$ cat config.mk
export PLATFORM = sky130hd
export DESIGN_NAME = ascii_integer_field_parser
export DESIGN_NICKNAME = d
export VERILOG_FILES = /design/src/sv/afp_pkg.sv /design/src/sv/afp_step.sv /design/src/sv/afp_res_fifo.sv /design/src/sv/ascii_integer_field_parser.sv
export SDC_FILE = /design/constraint.sdc
export NUM_CORES = 1
export LEC_CHECK = 0
export ABC_AREA = 1
export BUFFER_PORTS_ARGS = -buffer_cell sky130_fd_sc_hd__buf_2
export CORE_UTILIZATION = 25
export DETAILED_ROUTE_END_ITERATION = 8
export RECOVER_POWER = 50
export SLEW_MARGIN = 20
export SYNTH_ARGS = -nofsm -noshare
export SYNTH_HDL_FRONTEND = slang
export SYNTH_SLANG_ARGS = --single-unit
$ cat constraint.sdc
create_clock -name i_clk -period 5.14 [get_ports i_clk]
set_input_delay 0.257 -clock i_clk [delete_from_list [all_inputs] [get_ports i_clk]]
set_output_delay 0.257 -clock i_clk [all_outputs]
set_load 0.1 [all_outputs]
$ cat src/sv/afp_pkg.sv
// ----------------------------------------------------------------------------
// afp_pkg: shared types and constants of the ascii integer field parser
// Character codes, phase and status codes, result and configuration structs,
// and the digit decode used by the parse step.
// ----------------------------------------------------------------------------
package afp_pkg;

    // width of the internal accumulator
    localparam int VALUE_BITS = 32;

    // depth of the result queue
    localparam int RQ_DEPTH = 4;
    localparam int RQ_PTR_W = $clog2(RQ_DEPTH);
    localparam int RQ_CNT_W = $clog2(RQ_DEPTH + 1);

    // configuration register indexes
    localparam logic [1:0] CFG_RADIX  = 2'd0;
    localparam logic [1:0] CFG_SIGNED = 2'd1;
    localparam logic [1:0] CFG_WIDTH  = 2'd2;

    // radix_mode codes
    localparam logic [1:0] MODE_AUTO = 2'd0;
    localparam logic [1:0] MODE_OCT  = 2'd1;
    localparam logic [1:0] MODE_HEX  = 2'd2;

    // active radix codes
    localparam logic [1:0] RAD_DEC = 2'd0;
    localparam logic [1:0] RAD_OCT = 2'd1;
    localparam logic [1:0] RAD_HEX = 2'd2;

    // parse phases
    localparam logic [2:0] PH_SKIP   = 3'd0;
    localparam logic [2:0] PH_SIGNED = 3'd1;
    localparam logic [2:0] PH_ZERO   = 3'd2;
    localparam logic [2:0] PH_PREFIX = 3'd3;
    localparam logic [2:0] PH_DIGITS = 3'd4;

    // result status codes
    localparam logic [1:0] ST_OK    = 2'd0;
    localparam logic [1:0] ST_NODIG = 2'd1;
    localparam logic [1:0] ST_END   = 2'd2;

    // characters
    localparam logic [7:0] CH_MINUS = 8'h2D;
    localparam logic [7:0] CH_PLUS  = 8'h2B;
    localparam logic [7:0] CH_ZERO  = 8'h30;
    localparam logic [7:0] CH_UX    = 8'h58;
    localparam logic [7:0] CH_LX    = 8'h78;
    localparam logic [7:0] CH_SPACE = 8'h20;

    typedef struct packed {
        logic [31:0] value;
        logic [7:0]  chars;
        logic [1:0]  status;
    } t_res;

    typedef struct packed {
        logic [1:0] radix_mode;
        logic       signed_mode;
        logic [7:0] max_width;
    } t_cfg;

    // digit value of c in the given radix; bit 4 set when it is a digit
    function automatic logic [4:0] digit_of(input logic [7:0] c, input logic [1:0] r);
        logic       ok;
        logic [7:0] d;
        logic [4:0] base;
        ok = 1'b1;
        d  = 8'd0;
        if (c inside {[8'h30:8'h39]}) begin
            d = c - 8'h30;
        end else if (c inside {[8'h61:8'h66]}) begin
            d = c - 8'h57;
        end else if (c inside {[8'h41:8'h46]}) begin
            d = c - 8'h37;
        end else begin
            ok = 1'b0;
        end
        base = (r == RAD_OCT) ? 5'd8 : ((r == RAD_HEX) ? 5'd16 : 5'd10);
        if (d[4:0] >= base) begin
            ok = 1'b0;
        end
        return {ok, d[3:0]};
    endfunction

endpackage

$ cat src/sv/afp_step.sv
// ----------------------------------------------------------------------------
// afp_step: parse state and per-byte step logic
// Holds the field state and decides, for one byte or end marker, the next
// state and up to two results.
// ----------------------------------------------------------------------------
module afp_step import afp_pkg::*; (
    input  logic       i_clk,
    input  logic       i_rst_n,
    input  logic       i_valid,     // byte transaction taken this cycle
    input  logic [7:0] i_char,
    input  logic       i_end,
    input  t_cfg       i_cfg,
    output logic [1:0] o_res_n,     // number of results produced
    output t_res       o_res0,
    output t_res       o_res1
);

    typedef struct packed {
        logic       ok;
        logic [1:0] radix;
        logic [2:0] phase;
        logic [3:0] digit;
    } t_begin;

    logic [2:0]            r_phase, n_phase;
    logic [1:0]            r_radix, n_radix;
    logic [VALUE_BITS-1:0] r_acc, n_acc;
    logic                  r_neg, n_neg;
    logic [7:0]            r_cnt, n_cnt;

    logic [4:0]            dg, hexd;
    t_begin                bg;
    logic [7:0]            cnt_inc;
    logic [VALUE_BITS-1:0] scaled;
    logic                  ok, started, is_sign, is_ws;
    logic                  has_fin, has_extra;
    t_res                  fin, extra, fin_old;

    // first character after an optional sign
    function automatic t_begin try_begin(input logic [7:0] c, input logic [1:0] mode);
        t_begin     b;
        logic [1:0] sel;
        logic [4:0] d;
        sel = (mode == MODE_OCT) ? RAD_OCT : ((mode == MODE_HEX) ? RAD_HEX : RAD_DEC);
        d   = digit_of(c, sel);
        b   = '0;
        if (mode == MODE_OCT) begin
            b.ok    = d[4];
            b.radix = RAD_OCT;
            b.phase = PH_DIGITS;
            b.digit = d[3:0];
        end else if (c == CH_ZERO) begin
            b.ok    = 1'b1;
            b.radix = (mode == MODE_HEX) ? RAD_HEX : RAD_OCT;
            b.phase = PH_ZERO;
            b.digit = 4'd0;
        end else begin
            b.ok    = d[4];
            b.radix = sel;
            b.phase = PH_DIGITS;
            b.digit = d[3:0];
        end
        return b;
    endfunction

    // signed value truncated to the result width
    function automatic logic [31:0] val_out(input logic [VALUE_BITS-1:0] a, input logic n);
        logic [VALUE_BITS-1:0] v;
        v = n ? (~a + VALUE_BITS'(1)) : a;
        return 32'(v);
    endfunction

    // width limit check on a character count
    function automatic logic width_hit(input logic [7:0] cnt, input logic [7:0] mw);
        return (mw != 8'd0) && (cnt >= mw);
    endfunction

    // decode and accumulate
    always_comb begin
        n_phase   = r_phase;
        n_radix   = r_radix;
        n_acc     = r_acc;
        n_neg     = r_neg;
        n_cnt     = r_cnt;
        ok        = 1'b0;
        started   = 1'b0;
        has_fin   = 1'b0;
        has_extra = 1'b0;
        fin       = '0;
        extra     = '0;
        dg        = digit_of(i_char, r_radix);
        hexd      = digit_of(i_char, RAD_HEX);
        bg        = try_begin(i_char, i_cfg.radix_mode);
        cnt_inc   = (r_cnt == 8'hFF) ? r_cnt : r_cnt + 8'd1;
        is_sign   = (i_char == CH_PLUS) || ((i_char == CH_MINUS) && i_cfg.signed_mode);
        is_ws     = (i_char == CH_SPACE) || (i_char inside {[8'h09:8'h0D]});
        case (r_radix)
            RAD_OCT: scaled = r_acc << 3;
            RAD_HEX: scaled = r_acc << 4;
            default: scaled = (r_acc << 3) + (r_acc << 1);
        endcase
        fin_old.value  = (r_phase == PH_SIGNED) ? 32'd0 : val_out(r_acc, r_neg);
        fin_old.chars  = r_cnt;
        fin_old.status = (r_phase == PH_SIGNED) ? ST_NODIG : ST_OK;

        // extend the field under way
        if (r_phase != PH_SKIP && !i_end) begin
            case (r_phase)
                PH_SIGNED: begin
                    if (bg.ok) begin
                        ok      = 1'b1;
                        n_radix = bg.radix;
                        n_acc   = VALUE_BITS'(bg.digit);
                        n_phase = bg.phase;
                    end
                end
                PH_ZERO: begin
                    if (i_char == CH_UX || i_char == CH_LX) begin
                        ok      = 1'b1;
                        n_radix = RAD_HEX;
                        n_phase = PH_PREFIX;
                    end else if (dg[4]) begin
                        ok      = 1'b1;
                        n_acc   = VALUE_BITS'(dg[3:0]);
                        n_phase = PH_DIGITS;
                    end
                end
                PH_PREFIX: begin
                    if (hexd[4]) begin
                        ok      = 1'b1;
                        n_acc   = VALUE_BITS'(hexd[3:0]);
                        n_phase = PH_DIGITS;
                    end
                end
                PH_DIGITS: begin
                    if (dg[4]) begin
                        ok    = 1'b1;
                        n_acc = scaled + VALUE_BITS'(dg[3:0]);
                    end
                end
                default: ;
            endcase
        end

        if (ok) begin
            // byte extended the field; close it at the width limit
            n_cnt = cnt_inc;
            if (width_hit(cnt_inc, i_cfg.max_width)) begin
                has_fin      = 1'b1;
                fin.value    = val_out(n_acc, r_neg);
                fin.chars    = cnt_inc;
                fin.status   = ST_OK;
                n_phase      = PH_SKIP;
            end
        end else begin
            // close any field under way, then look at the byte as a new start
            if (r_phase != PH_SKIP) begin
                has_fin = 1'b1;
                fin     = fin_old;
                n_phase = PH_SKIP;
            end
            if (i_end) begin
                has_extra    = 1'b1;
                extra.status = ST_END;
            end else if (!is_ws) begin
                n_cnt = 8'd0;
                n_acc = '0;
                n_neg = 1'b0;
                if (is_sign) begin
                    started = 1'b1;
                    n_neg   = (i_char == CH_MINUS);
                    n_phase = PH_SIGNED;
                end else if (bg.ok) begin
                    started = 1'b1;
                    n_radix = bg.radix;
                    n_acc   = VALUE_BITS'(bg.digit);
                    n_phase = bg.phase;
                end else begin
                    has_extra    = 1'b1;
                    extra.chars  = 8'd1;
                    extra.status = ST_NODIG;
                end
                if (started) begin
                    n_cnt = 8'd1;
                    if (width_hit(8'd1, i_cfg.max_width)) begin
                        has_extra    = 1'b1;
                        extra.chars  = 8'd1;
                        extra.value  = is_sign ? 32'd0 : 32'(bg.digit);
                        extra.status = is_sign ? ST_NODIG : ST_OK;
                        n_phase      = PH_SKIP;
                    end
                end
            end
        end

        // pack results in order
        if (has_fin) begin
            o_res0  = fin;
            o_res1  = extra;
            o_res_n = has_extra ? 2'd2 : 2'd1;
        end else begin
            o_res0  = extra;
            o_res1  = '0;
            o_res_n = has_extra ? 2'd1 : 2'd0;
        end
    end

    // field state
    always_ff @(posedge i_clk) begin
        if (!i_rst_n) begin
            r_phase <= PH_SKIP;
            r_radix <= RAD_DEC;
            r_acc   <= '0;
            r_neg   <= 1'b0;
            r_cnt   <= 8'd0;
        end else if (i_valid) begin
            r_phase <= n_phase;
            r_radix <= n_radix;
            r_acc   <= n_acc;
            r_neg   <= n_neg;
            r_cnt   <= n_cnt;
        end
    end

`ifndef SYNTHESIS
    // a second result comes from the byte itself: end report, stray byte or one-char field
    a_second_is_short: assert property (@(posedge i_clk) disable iff (!i_rst_n)
        i_valid && o_res_n == 2'd2 |-> o_res1.chars <= 8'd1)
        else $error("second result longer than one character");

    // a parsed field consumed at least one character
    a_ok_has_chars: assert property (@(posedge i_clk) disable iff (!i_rst_n)
        i_valid && o_res_n != 2'd0 && o_res0.status == ST_OK |-> o_res0.chars != 8'd0)
        else $error("parsed field with no characters");

    // end marker always leaves the parser between fields
    a_end_to_skip: assert property (@(posedge i_clk) disable iff (!i_rst_n)
        i_valid && i_end |=> r_phase == PH_SKIP)
        else $error("field still open after end marker");

    // a pending sign is always the single character of its field
    a_sign_count: assert property (@(posedge i_clk) disable iff (!i_rst_n)
        r_phase == PH_SIGNED |-> r_cnt == 8'd1)
        else $error("sign phase with wrong character count");
`endif

endmodule

$ cat src/sv/afp_res_fifo.sv
// ----------------------------------------------------------------------------
// afp_res_fifo: result queue
// Small register queue that takes up to two results per cycle and hands
// out one per output transaction.
// ----------------------------------------------------------------------------
module afp_res_fifo import afp_pkg::*; (
    input  logic       i_clk,
    input  logic       i_rst_n,
    input  logic [1:0] i_push_n,
    input  t_res       i_res0,
    input  t_res       i_res1,
    input  logic       i_pop,
    output logic       o_valid,
    output t_res       o_res,
    output logic       o_room      // space for two more results
);

    t_res                r_mem [RQ_DEPTH];
    logic [RQ_PTR_W-1:0] r_wp, n_wp;
    logic [RQ_PTR_W-1:0] r_rp, n_rp;
    logic [RQ_CNT_W-1:0] r_cnt, n_cnt;
    logic [RQ_PTR_W-1:0] wp1;

    assign wp1     = r_wp + RQ_PTR_W'(1);
    assign o_valid = (r_cnt != '0);
    assign o_res   = r_mem[r_rp];
    assign o_room  = (r_cnt <= RQ_CNT_W'(RQ_DEPTH - 2));

    // pointer and count update
    always_comb begin
        n_wp  = r_wp + RQ_PTR_W'(i_push_n);
        n_rp  = r_rp + RQ_PTR_W'(i_pop);
        n_cnt = r_cnt + RQ_CNT_W'(i_push_n) - RQ_CNT_W'(i_pop);
    end

    always_ff @(posedge i_clk) begin
        if (!i_rst_n) begin
            r_wp  <= '0;
            r_rp  <= '0;
            r_cnt <= '0;
        end else begin
            r_wp  <= n_wp;
            r_rp  <= n_rp;
            r_cnt <= n_cnt;
        end
    end

    // result storage
    always_ff @(posedge i_clk) begin
        if (i_push_n != 2'd0) begin
            r_mem[r_wp] <= i_res0;
        end
        if (i_push_n == 2'd2) begin
            r_mem[wp1] <= i_res1;
        end
    end

endmodule

$ cat src/sv/ascii_integer_field_parser.sv
// ----------------------------------------------------------------------------
// ascii_integer_field_parser: integer fields from a character stream
// Skips white space, takes an optional sign and a radix prefix, and reports
// each integer field as a value, a character count and a status.
// ----------------------------------------------------------------------------
// The parser takes one character (or an end marker, tlast) per clock cycle
// and produces zero, one or two results for it; results leave through a
// four-entry register queue, which registers each result before it leaves.
// The input side stalls only while fewer than two queue entries are free,
// so with a consumer that takes a result every cycle the sustained rate is
// one character per cycle; a stream that makes two results for one
// character (such as an end marker inside a field) is bound by the
// one-result-per-cycle output. Configuration writes are always taken;
// radix and sign settings act from the start of the next field, and the
// width limit from the next character. There is no start-up sweep after
// reset.
module ascii_integer_field_parser import afp_pkg::*; (
    input  logic        i_clk,
    input  logic        i_rst_n,
    // character stream
    input  logic        i_s_tvalid,
    output logic        o_s_tready,
    input  logic [7:0]  i_s_tdata,   // [7:0] char_byte
    input  logic        i_s_tlast,   // end_of_input
    // result stream
    output logic        o_m_tvalid,
    input  logic        i_m_tready,
    output logic [39:0] o_m_tdata,   // [31:0] value, [39:32] chars_used
    output logic [1:0]  o_m_tuser,   // [1:0] status
    // configuration writes
    input  logic        i_cfg_valid,
    output logic        o_cfg_ready,
    input  logic [1:0]  i_cfg_index,
    input  logic [7:0]  i_cfg_data
);

    t_cfg       r_cfg;
    logic       in_take;
    logic       room;
    logic [1:0] res_n;
    t_res       res0, res1, res_out;

    assign o_cfg_ready = 1'b1;
    assign o_s_tready  = room;
    assign in_take     = i_s_tvalid & room;

    // configuration registers
    always_ff @(posedge i_clk) begin
        if (!i_rst_n) begin
            r_cfg.radix_mode  <= MODE_AUTO;
            r_cfg.signed_mode <= 1'b1;
            r_cfg.max_width   <= 8'd0;
        end else if (i_cfg_valid) begin
            case (i_cfg_index)
                CFG_RADIX:  r_cfg.radix_mode  <= i_cfg_data[1:0];
                CFG_SIGNED: r_cfg.signed_mode <= i_cfg_data[0];
                CFG_WIDTH:  r_cfg.max_width   <= i_cfg_data;
                default: ;
            endcase
        end
    end

    // parse step
    afp_step u_step (
        .i_clk   (i_clk),
        .i_rst_n (i_rst_n),
        .i_valid (in_take),
        .i_char  (i_s_tdata),
        .i_end   (i_s_tlast),
        .i_cfg   (r_cfg),
        .o_res_n (res_n),
        .o_res0  (res0),
        .o_res1  (res1)
    );

    // result queue
    afp_res_fifo u_fifo (
        .i_clk    (i_clk),
        .i_rst_n  (i_rst_n),
        .i_push_n (in_take ? res_n : 2'd0),
        .i_res0   (res0),
        .i_res1   (res1),
        .i_pop    (o_m_tvalid & i_m_tready),
        .o_valid  (o_m_tvalid),
        .o_res    (res_out),
        .o_room   (room)
    );

    assign o_m_tdata = {res_out.chars, res_out.value};
    assign o_m_tuser = res_out.status;

endmodule
==> results of run 1 <==
## synth_stat cells, types with 14 or more instances
master and count:
o21ai_0 210, xor2_1 37, o22ai_1 67, edfxtp_1 28, nor2_2 14, nand4_1 32, dfxtp_1 204, nand2_2 38
a22o_1 20, clkbuf_1 81, a21oi_1 122, nand2_1 871, ha_1 63, inv_1 293, nor2_1 278, o221ai_1 22
nand3_1 165, nor3_1 30
## metrics by stage
| stage | util | hold WS, ns | instances |
|---|---|---|---|
| floorplan | - | 0.4019 | 2735 |
| global placement | 0.2713 | 0.4319 | 3600 |
| detailed placement | 0.2713 | 0.4347 | 3600 |
| CTS | 0.2847 | 0.001514 | 3652 |
| global route | 0.2839 | 0.02238 | 3652 |
| finish | 0.2839 | 0.006996 | 3652 |
## worst min-delay path: stages
cell     delay (ns)
buf_2          0.08
o21ai_0        0.07
a21oi_1        0.10
## metal layers
| layer | share of wire | vias to the layer above | routed length, um |
|---|---|---|---|
| li1 | - | 8980 | - |
| met1 | 0.47 | 8153 | 26570 |
| met2 | 0.45 | 580 | 24980 |
| met3 | 0.058 | 82 | 3266 |
| met4 | 0.021 | 0 | 1179 |
| met5 | 0 | - | 0 |
## sequential cells by signal, indices dropped and copies added, names as in the netlist
signal and count:
u_step.r_radix 2, u_fifo.r_rp 2, u_step.r_phase 3, u_step.r_acc 32
u_step.r_neg 1, r_cfg 11, u_fifo.r_cnt 3, u_fifo.r_wp 2
u_fifo.r_mem 168, u_step.r_cnt 8
## cell type report
class / instances / area, um^2
Inverter: 309 / 1162
Multi-Input combinational cell: 2089 / 10470
Fill cell: 7497 / 48090
Clock buffer: 31 / 732.0
Sequential cell: 232 / 4927
Tap cell: 873 / 1092
Timing Repair Buffer: 101 / 553.0
Clock inverter: 17 / 127.6
## path summary, 6_finish.rpt
path / cells after the start / slack (ns) / to / start
worst max-delay path: 30 / 0.50 / u_fifo.r_cnt[2]$_SDFF_PN0_ / u_step.r_cnt[1]$_SDFFE_PN0P_
worst min-delay path: 3 / 0.007 / r_cfg[3]$_SDFFE_PN0P_ / i_cfg_data[3]
worst max register to register: 30 / 0.50 / u_fifo.r_cnt[2]$_SDFF_PN0_ / u_step.r_cnt[1]$_SDFFE_PN0P_
worst min register to register: 2 / 0.45 / u_fifo.r_mem[1][20]$_SDFFE_PP0P_ / u_fifo.r_mem[1][20]$_SDFFE_PP0P_
## report_power, final
group / switching (uW) / internal (uW) / leakage [uW] / total, uW
registers: 75.1 / 1940 / 0.00188 / 2020
logic: 2820 / 625 / 0.00613 / 3440
clock network: 823 / 1070 / 0.000434 / 1900
total: 3720 / 3640 / 0.00845 / 7360
## logic make-up (layout without fill, tap and decap cells)
family | after synthesis | in the layout | share of synthesized area
XOR/XNOR | 45 | 45 | 0.02325
flip-flops | 232 | 232 | 0.2905
other | 1 | 1 | 0.0002212
AO/OA/AOI/OAI | 502 | 502 | 0.1715
AND/OR/NAND/NOR | 1476 | 1476 | 0.3710
buffers and inverters | 414 | 458 | 0.09469
adder cells (fa/ha/maj) | 65 | 65 | 0.04886
## cell usage in the layout, fill, tap and decap left out, drive strengths merged, types with 20 or more instances in the layout
cell type  count
inv          309
a21oi        125
clkbuf        78
edfxtp        28
nand3        177
nand2        912
o221ai        22
o21ai        229
o22ai         67
buf           50
nor2         302
a22o          20
nor3          30
dfxtp        204
nand4         34
ha            63
xor2          37
## repair_timing
action | in CTS | in global routing
gates resized for setup | 0 | 5
hold buffers | 4 | 0
setup endpoints to repair | 0 | 127
hold endpoints to repair | 4 | 0
==> metrics, run 1 <==
via count=17800; Worst-Margin Slew=1.781 ns; global-route wire length before repair=88950 um; DRT iter0 DRCs=1568; register area share after synthesis=0.2905; pre-CTS WS=0.08470 ns; Initial Util=0.2524; layout cells sized above 1=0.07773; DRC Markers=0; Post-synth top flop=dfxtp_1; Routed WL=55990 um; die width=262.4 um; Tcrit/Tclk final=0.9024; Crit Path Class=flop to flop; maximum VDD drop=0.4181 mV; Die H=262.4 um; Static Leak=0.008446 uW; post-synthesis cell type with the largest combined area=dfxtp_1; critical path's top delay family=adder cells; Clock Sinks=232; CP max FO=6; GR Layer Usage met2=0.2586; Hold Crit Class=primary input to flop; Longest Clk Path Bufs=3; largest net degree at the start of global routing=71; Setup crit start kind=flop; asr flop ratio synth=0; data required time of the worst path=5.57 ns; postcts setup bufs=0; Setup Skew=0.01265 ns; Final Wtd Congestion=0.9458; clock period minus worst slack=4.638 ns; Pwr Total=7357 uW; synth top area cells=dfxtp_1 24%, nand2_1 19%, inv_1 6.5%, o21ai_0 6.2%, nor2_1 6.2%; CTS tree=built; arrival time at the worst endpoint=5.07 ns; PnR worst setup slack=0.5018 ns; # setup viols final=0; root buffer cell=clkbuf_16; Synth Instances=2735; CP Capture Type=flop; Pins Over Slew Limit=47; Clock Pin Slew Worst Setup and Hold Paths=0.06 ns; pwr dens=385.9 nW/um^2; TNS Setup=0 ns; GR Util met3=0.01593; top-area cell type share of the netlist area=0.2409; vias in the first global route=16360; flops & latches, synth=232; ant diodes=0; IO buf count=67; CTS H-tree depth=1; GRT Overall Usage=0.1574; initial antenna violation count=0; DP Area=18220 um^2; DR WL/cell=15.33 um; detailed placement HPWL=40750 um; Max-cap violations=1; Avg Cell Area, Syn=6.198 um^2; vias per cell=4.873; M1 GR Usage=0.2193; TritonCTS buffer count=26; outcome=complete, but fails checks; Netlist cell types=58; Hold Violations, Final=0; failing checks=capacitance limit, slew limit; grt total ovfl=0; synthesized net count=2824; Slew headroom=-0.1888; CP max stage delay=0.37 ns; Max Clk Rate=215.6 MHz; Crit path top cell by count=nand2_1; total die area=68860 um^2; drt pass-1 iters=6; RSZ-0062 raised after global routing=false; Core ar.=67160 um^2; EDFF count, synth=28; Synth-to-Final Area Change=12.47%; most used routing layer=met2; num rows=95; worst skew pair latency=0.55 ns; Post-Syn Area=16950 um^2; Layout Nets=2848; Routed Antenna Nets=0; Top-Level Pins=69; Slowest-stage cell, CP=fa_1; CP bufs+invs=5; post-route cell area=19070 um^2; Synth Warn #=0
No activity file was read; power rests on OpenSTA's default activity.
==> run 2: changes to the inputs <==
CORE_UTILIZATION = 50   (was 25)
PLACE_DENSITY = 0.67   (was unset)
==> metrics, run 2 (synthesis gave the netlist of run 1 again) <==
outcome=complete, but fails checks; failing checks=capacitance limit, slew limit; pwr dens=395.2 nW/um^2 (+2.4%); Worst-Margin Slew=1.663 ns (-0.1181 ns); CP max stage delay=0.38 ns (about the same); Core ar.=33450 um^2 (-50%); Setup Skew=0.02571 ns (+0.01306 ns); via count=18060 (+1.5%); die width=186.1 um (-29%); Top Registers=u_fifo.r_mem: 168 flops, u_step.r_acc: 32 flops, r_cfg: 11 flops; Max-cap violations=1 (unchanged); Biggest register=u_fifo.r_mem; # setup viols final=0 (unchanged); Final Wtd Congestion=0.9372 (-0.91%); Slew headroom=-0.1100 (+0.07882); most common cell after layout, fill and taps aside=nand2_1; worst skew pair latency=0.54 ns (about the same); Initial Util=0.5068 (+0.2544); layout cells sized above 1=0.07382 (-0.003905); Longest Clk Path Bufs=3 (unchanged); total die area=34650 um^2 (-50%); DR WL/cell=16.75 um (+9.3%); ant diodes=0 (unchanged); Crit Path Class=flop to flop; maximum VDD drop=0.3671 mV (-12%); Setup crit start kind=flop; max reg flops=168 (unchanged); data required time of the worst path=5.56 ns (about the same); Synth-to-Final Area Change=9.137%; vias in the first global route=16200 (-0.94%); DRT iter0 DRCs=1515 (-3.4%); most frequent cells in the layout=873 x nand2_1, 295 x inv_1, 273 x nor2_1; Static Leak=0.008413 uW (-0.39%); DRC Markers=0 (unchanged); Clock Sinks=232 (unchanged); TritonCTS buffer count=26 (unchanged); Hold Violations, Final=0 (unchanged); CTS tree=built; IO buf count=67 (unchanged); RSZ-0062 raised after global routing=false; CP bufs+invs=5 (unchanged); num rows=67 (-29%); Routed WL=54030 um (-3.5%); global-route wire length before repair=84990 um (-4.5%); CTS H-tree depth=1 (unchanged); Pwr Total=7311 uW (-0.62%); grt total ovfl=0 (unchanged); Slowest-stage cell, CP=fa_1; CP Capture Type=flop; Hold Crit Class=primary input to flop; Pins Over Slew Limit=47 (unchanged); GRT Overall Usage=0.3055 (+0.1481); postcts setup bufs=0 (unchanged); clock period minus worst slack=4.737 ns (+0.09852 ns); Tcrit/Tclk final=0.9215 (+0.01917); Layout Nets=2847 (-0.035%); TNS Setup=0 ns (unchanged); vias per cell=5.600 (+15%); Top-Level Pins=69 (unchanged); Clock Pin Slew Worst Setup and Hold Paths=0.07 ns (about the same); Crit path top cell by count=nand2_1; largest net degree at the start of global routing=86 (+21%); Max Clk Rate=211.1 MHz (-2.1%); arrival time at the worst endpoint=5.16 ns (+0.09 ns); detailed placement HPWL=39230 um (-3.7%); Die H=186.1 um (-29%); root buffer cell=clkbuf_16; drt pass-1 iters=5 (-1); initial antenna violation count=0 (unchanged); Routed Antenna Nets=0 (unchanged); critical path's top delay family=adder cells; CP max FO=6 (unchanged)
run 2: cell type report:
cell class | count | area, um^2
clock buffers | 36 | 738.2
inverters | 309 | 1162
fillers | 3405 | 14950
repair buffers | 100 | 539.3
multi-input cells | 2089 | 10440
flip-flops and latches | 232 | 4926
clock inverters | 11 | 135.1
well taps | 448 | 560.5
run 2: worst reg2reg max path: cells and delay by family, from the launching register on:
family,cells,cell delay (ns)
compound gates,8,1.09
fa+ha+maj,6,1.56
flops,1,0.36
buf+inv,5,0.37
simple gates,11,1.25
run 2: path summary, 6_finish.rpt:
kind / start / to / slack, ns / depth (start not counted)
hold reg to reg: u_fifo.r_mem[2][38]$_SDFFE_PP0P_ / u_fifo.r_mem[2][38]$_SDFFE_PP0P_ / 0.45 / 2
setup reg to reg: u_step.r_cnt[1]$_SDFFE_PN0P_ / u_fifo.r_cnt[2]$_SDFF_PN0_ / 0.40 / 30
setup / recovery: u_step.r_cnt[1]$_SDFFE_PN0P_ / u_fifo.r_cnt[2]$_SDFF_PN0_ / 0.40 / 30
hold / removal: i_cfg_index[0] / r_cfg[8]$_SDFFE_PN1P_ / 0.008 / 3
run 2: per-layer routing:
layer,wire length (um),part of all wire,GRT usage,up-vias
met3,3399,0.063,0.02823,71
met1,25090,0.46,0.4337,8384
li1,-,-,-,8974
met5,0,0,0,-
met2,24610,0.46,0.4997,630
met4,932,0.017,0.06820,0
run 2: what timing repair did:
action,in CTS,in global routing
hold endpoints to repair,4,0
resized for setup,0,5
setup endpoints to repair,0,138
hold buffers,4,0
run 2: metrics by stage:
stage,hold slack [ns],cell area [um^2],setup slack [ns],util,std cells
after floorplan,0.4019,16950,0.3950,-,2735
after global placement,0.4314,17650,0.3253,0.5278,3174
after detailed placement,0.4338,17650,0.1340,0.5278,3174
after CTS,0.003595,18570,0.2861,0.5551,3225
after global routing,0.02268,18500,0.007577,0.5531,3225
final,0.007771,18500,0.4033,0.5531,3225
run 2: power by group:
group          internal (uW)  total (uW)  leakage (uW)  switching [uW]
clock                   1110        1890      0.000418             784
combinational            616        3420       0.00612            2800
sequential              1940        2000       0.00188            57.5
==> run 3: changes to the inputs <==
PLACE_DENSITY = 0.69   (was 0.67)
==> metrics, run 3 (synthesis gave the netlist of run 1 again) <==
drt pass-1 iters=6 (+1); post-route cell area=18430 um^2 (-0.37%); Clock Pin Slew Worst Setup and Hold Paths=0.06 ns (about the same); die width=186.1 um (unchanged); Static Leak=0.008400 uW (-0.16%); grt total ovfl=0 (unchanged); wire length on met2=23290 um (-5.4%); Final Wtd Congestion=0.9473 (+1.1%); Worst-Margin Slew=1.583 ns (-0.08029 ns); # setup viols final=0 (unchanged); pwr dens=393.2 nW/um^2 (-0.49%); CTS tree=built; TritonCTS buffer count=26 (unchanged); CTS H-tree depth=1 (unchanged); detailed placement HPWL=38580 um (-1.7%); Hold Violations, Final=0 (unchanged); Core ar.=33450 um^2 (unchanged); DP Area=17640 um^2 (about the same); DR WL/cell=16.29 um (-2.8%); IO buf count=67 (unchanged); R2R Setup Slk=0.44 ns (+0.03 ns); post-cts sizing count=0 (unchanged); DRC Markers=0 (unchanged); CTS Hold Bufs=0 (-4); Setup crit start kind=flop; failing checks=capacitance limit, slew limit; Setup crit start=u_step.r_cnt[1]$_SDFFE_PN0P_; r2r worst-path depth=30 (unchanged); postcts setup bufs=0 (unchanged); uppermost layer routed=met4; total die area=34650 um^2 (unchanged); initial antenna violation count=0 (unchanged); Clock Sinks=232 (unchanged); Initial Util=0.5068 (unchanged); Slew headroom=-0.05638 (+0.05358); largest net degree at the start of global routing=86 (unchanged); ant diodes=0 (unchanged); CP Capture Type=flop; Synth-to-Final Area Change=8.731%; Top Registers=u_fifo.r_mem: 168 flops, u_step.r_acc: 32 flops, r_cfg: 11 flops; global-route wire length before repair=83060 um (-2.3%); worst r2r src=u_step.r_cnt[1]$_SDFFE_PN0P_; layout cells sized above 1=0.07395 (+0.0001332); maximum VDD drop=0.5641 mV (+54%); Worst Hold End=r_cfg[5]$_SDFFE_PN0P_; met3 WL=3782 um (+11%); most frequent cells in the layout=871 x nand2_1, 295 x inv_1, 274 x nor2_1; worst skew pair latency=0.52 ns (-0.02 ns); Max-cap violations=1 (unchanged); WHS=0.01552 ns (+0.007745 ns); Routed Antenna Nets=0 (unchanged); Die H=186.1 um (unchanged); GRT Overall Usage=0.2981 (-0.007324); Slowest-stage cell, CP=dfxtp_2; Max Clk Rate=212.6 MHz (+0.68%); CP max FO=6 (unchanged); Pins Over Slew Limit=47 (unchanged); root buffer cell=clkbuf_16; data required time of the worst path=5.55 ns (about the same); TNS Setup=0 ns (unchanged); outcome=complete, but fails checks; Setup Skew=0.01085 ns (-0.01486 ns); vias in the first global route=16080 (-0.75%); M1 wire length=24390 um (-2.8%); Longest Clk Path Bufs=3 (unchanged); via count=18020 (-0.24%); Biggest register=u_fifo.r_mem; Routed WL=52440 um (-2.9%); Crit Path Class=flop to flop; Hold Crit Class=primary input to flop; Layout Nets=2841 (-0.21%); cell count of the worst hold path=3 (unchanged); DRT iter0 DRCs=1732 (+14%); max reg flops=168 (unchanged); arrival time at the worst endpoint=5.11 ns (-0.05 ns); clock period minus worst slack=4.705 ns (-0.03198 ns); most common cell after layout, fill and taps aside=nand2_1; FF-to-FF End=u_fifo.r_cnt[2]$_SDFF_PN0_; CP max stage delay=0.37 ns (about the same); min-delay src=i_cfg_data[5]; num rows=67 (unchanged); Tcrit/Tclk final=0.9153 (-0.006221); Top-Level Pins=69 (unchanged); vias per cell=5.595 (about the same); RSZ-0062 raised after global routing=false
## run 3: cell types whose count changed in the layout (fill, tap and decap cells not counted), sizes merged
cell / previous run / this run
clkinv: 7 / 6
inv: 308 / 310
dlygate4sd3: 4 / 0
clkinvlp: 3 / 0
bufinv: 2 / 1
clkbuf: 83 / 86
buf: 49 / 48
## run 3: critical path: cells and delay by family, from the launching register on
family | cells | cell delay, ns
fa+ha+maj | 6 | 1.53
simple gates | 11 | 1.22
compound gates | 8 | 1.10
flops | 1 | 0.37
buf+inv | 5 | 0.35
## run 3: layout make-up
class / instances / area [um^2]
sequential: 232 / 4926
multi-input combinational: 2089 / 10440
inverter: 309 / 1162
clock inverter: 8 / 73.82
tap: 448 / 560.5
clock buffer: 40 / 785.8
fill: 3387 / 15020
timing repair buffer: 94 / 481.7
## run 3: through the flow
| stage | worst slack [ns] | utilization | cells | power (uW) |
|---|---|---|---|---|
| floorplan | 0.3950 | - | 2735 | 4733 |
| detailed placement | 0.1162 | 0.5274 | 3172 | 5437 |
| global placement | 0.3647 | 0.5274 | 3172 | 5411 |
| CTS | 0.2805 | 0.5531 | 3220 | 7280 |
| global route | 0.03957 | 0.5511 | 3220 | 7598 |
| finish | 0.4352 | 0.5511 | 3220 | 7248 |
## run 3: worst max-delay path by stage
stage | to | slack, ns | cells after the start
floorplan | u_fifo.r_mem[3][0]$_DFFE_PP_ | 0.39 | 28
global placement | u_fifo.r_cnt[2]$_SDFF_PN0_ | 0.36 | 32
detailed placement | u_fifo.r_cnt[2]$_SDFF_PN0_ | 0.12 | 32
CTS | u_fifo.r_cnt[2]$_SDFF_PN0_ | 0.28 | 30
global route | u_fifo.r_cnt[2]$_SDFF_PN0_ | 0.04 | 30
finish | u_fifo.r_cnt[2]$_SDFF_PN0_ | 0.44 | 30
## run 3: per-layer routing
layer,vias to the layer above,global-route usage
met4,0,0.06492
met3,65,0.02706
met2,688,0.4824
met1,8316,0.4286
met5,-,0
li1,8947,-
## run 3: report_power, final
| group | internal [uW] | leakage (uW) | switching, uW |
|---|---|---|---|
| registers | 1940 | 0.00188 | 58.6 |
| clock network | 1100 | 0.000427 | 753 |
| logic | 611 | 0.00610 | 2780 |
| total | 3660 | 0.00840 | 3590 |
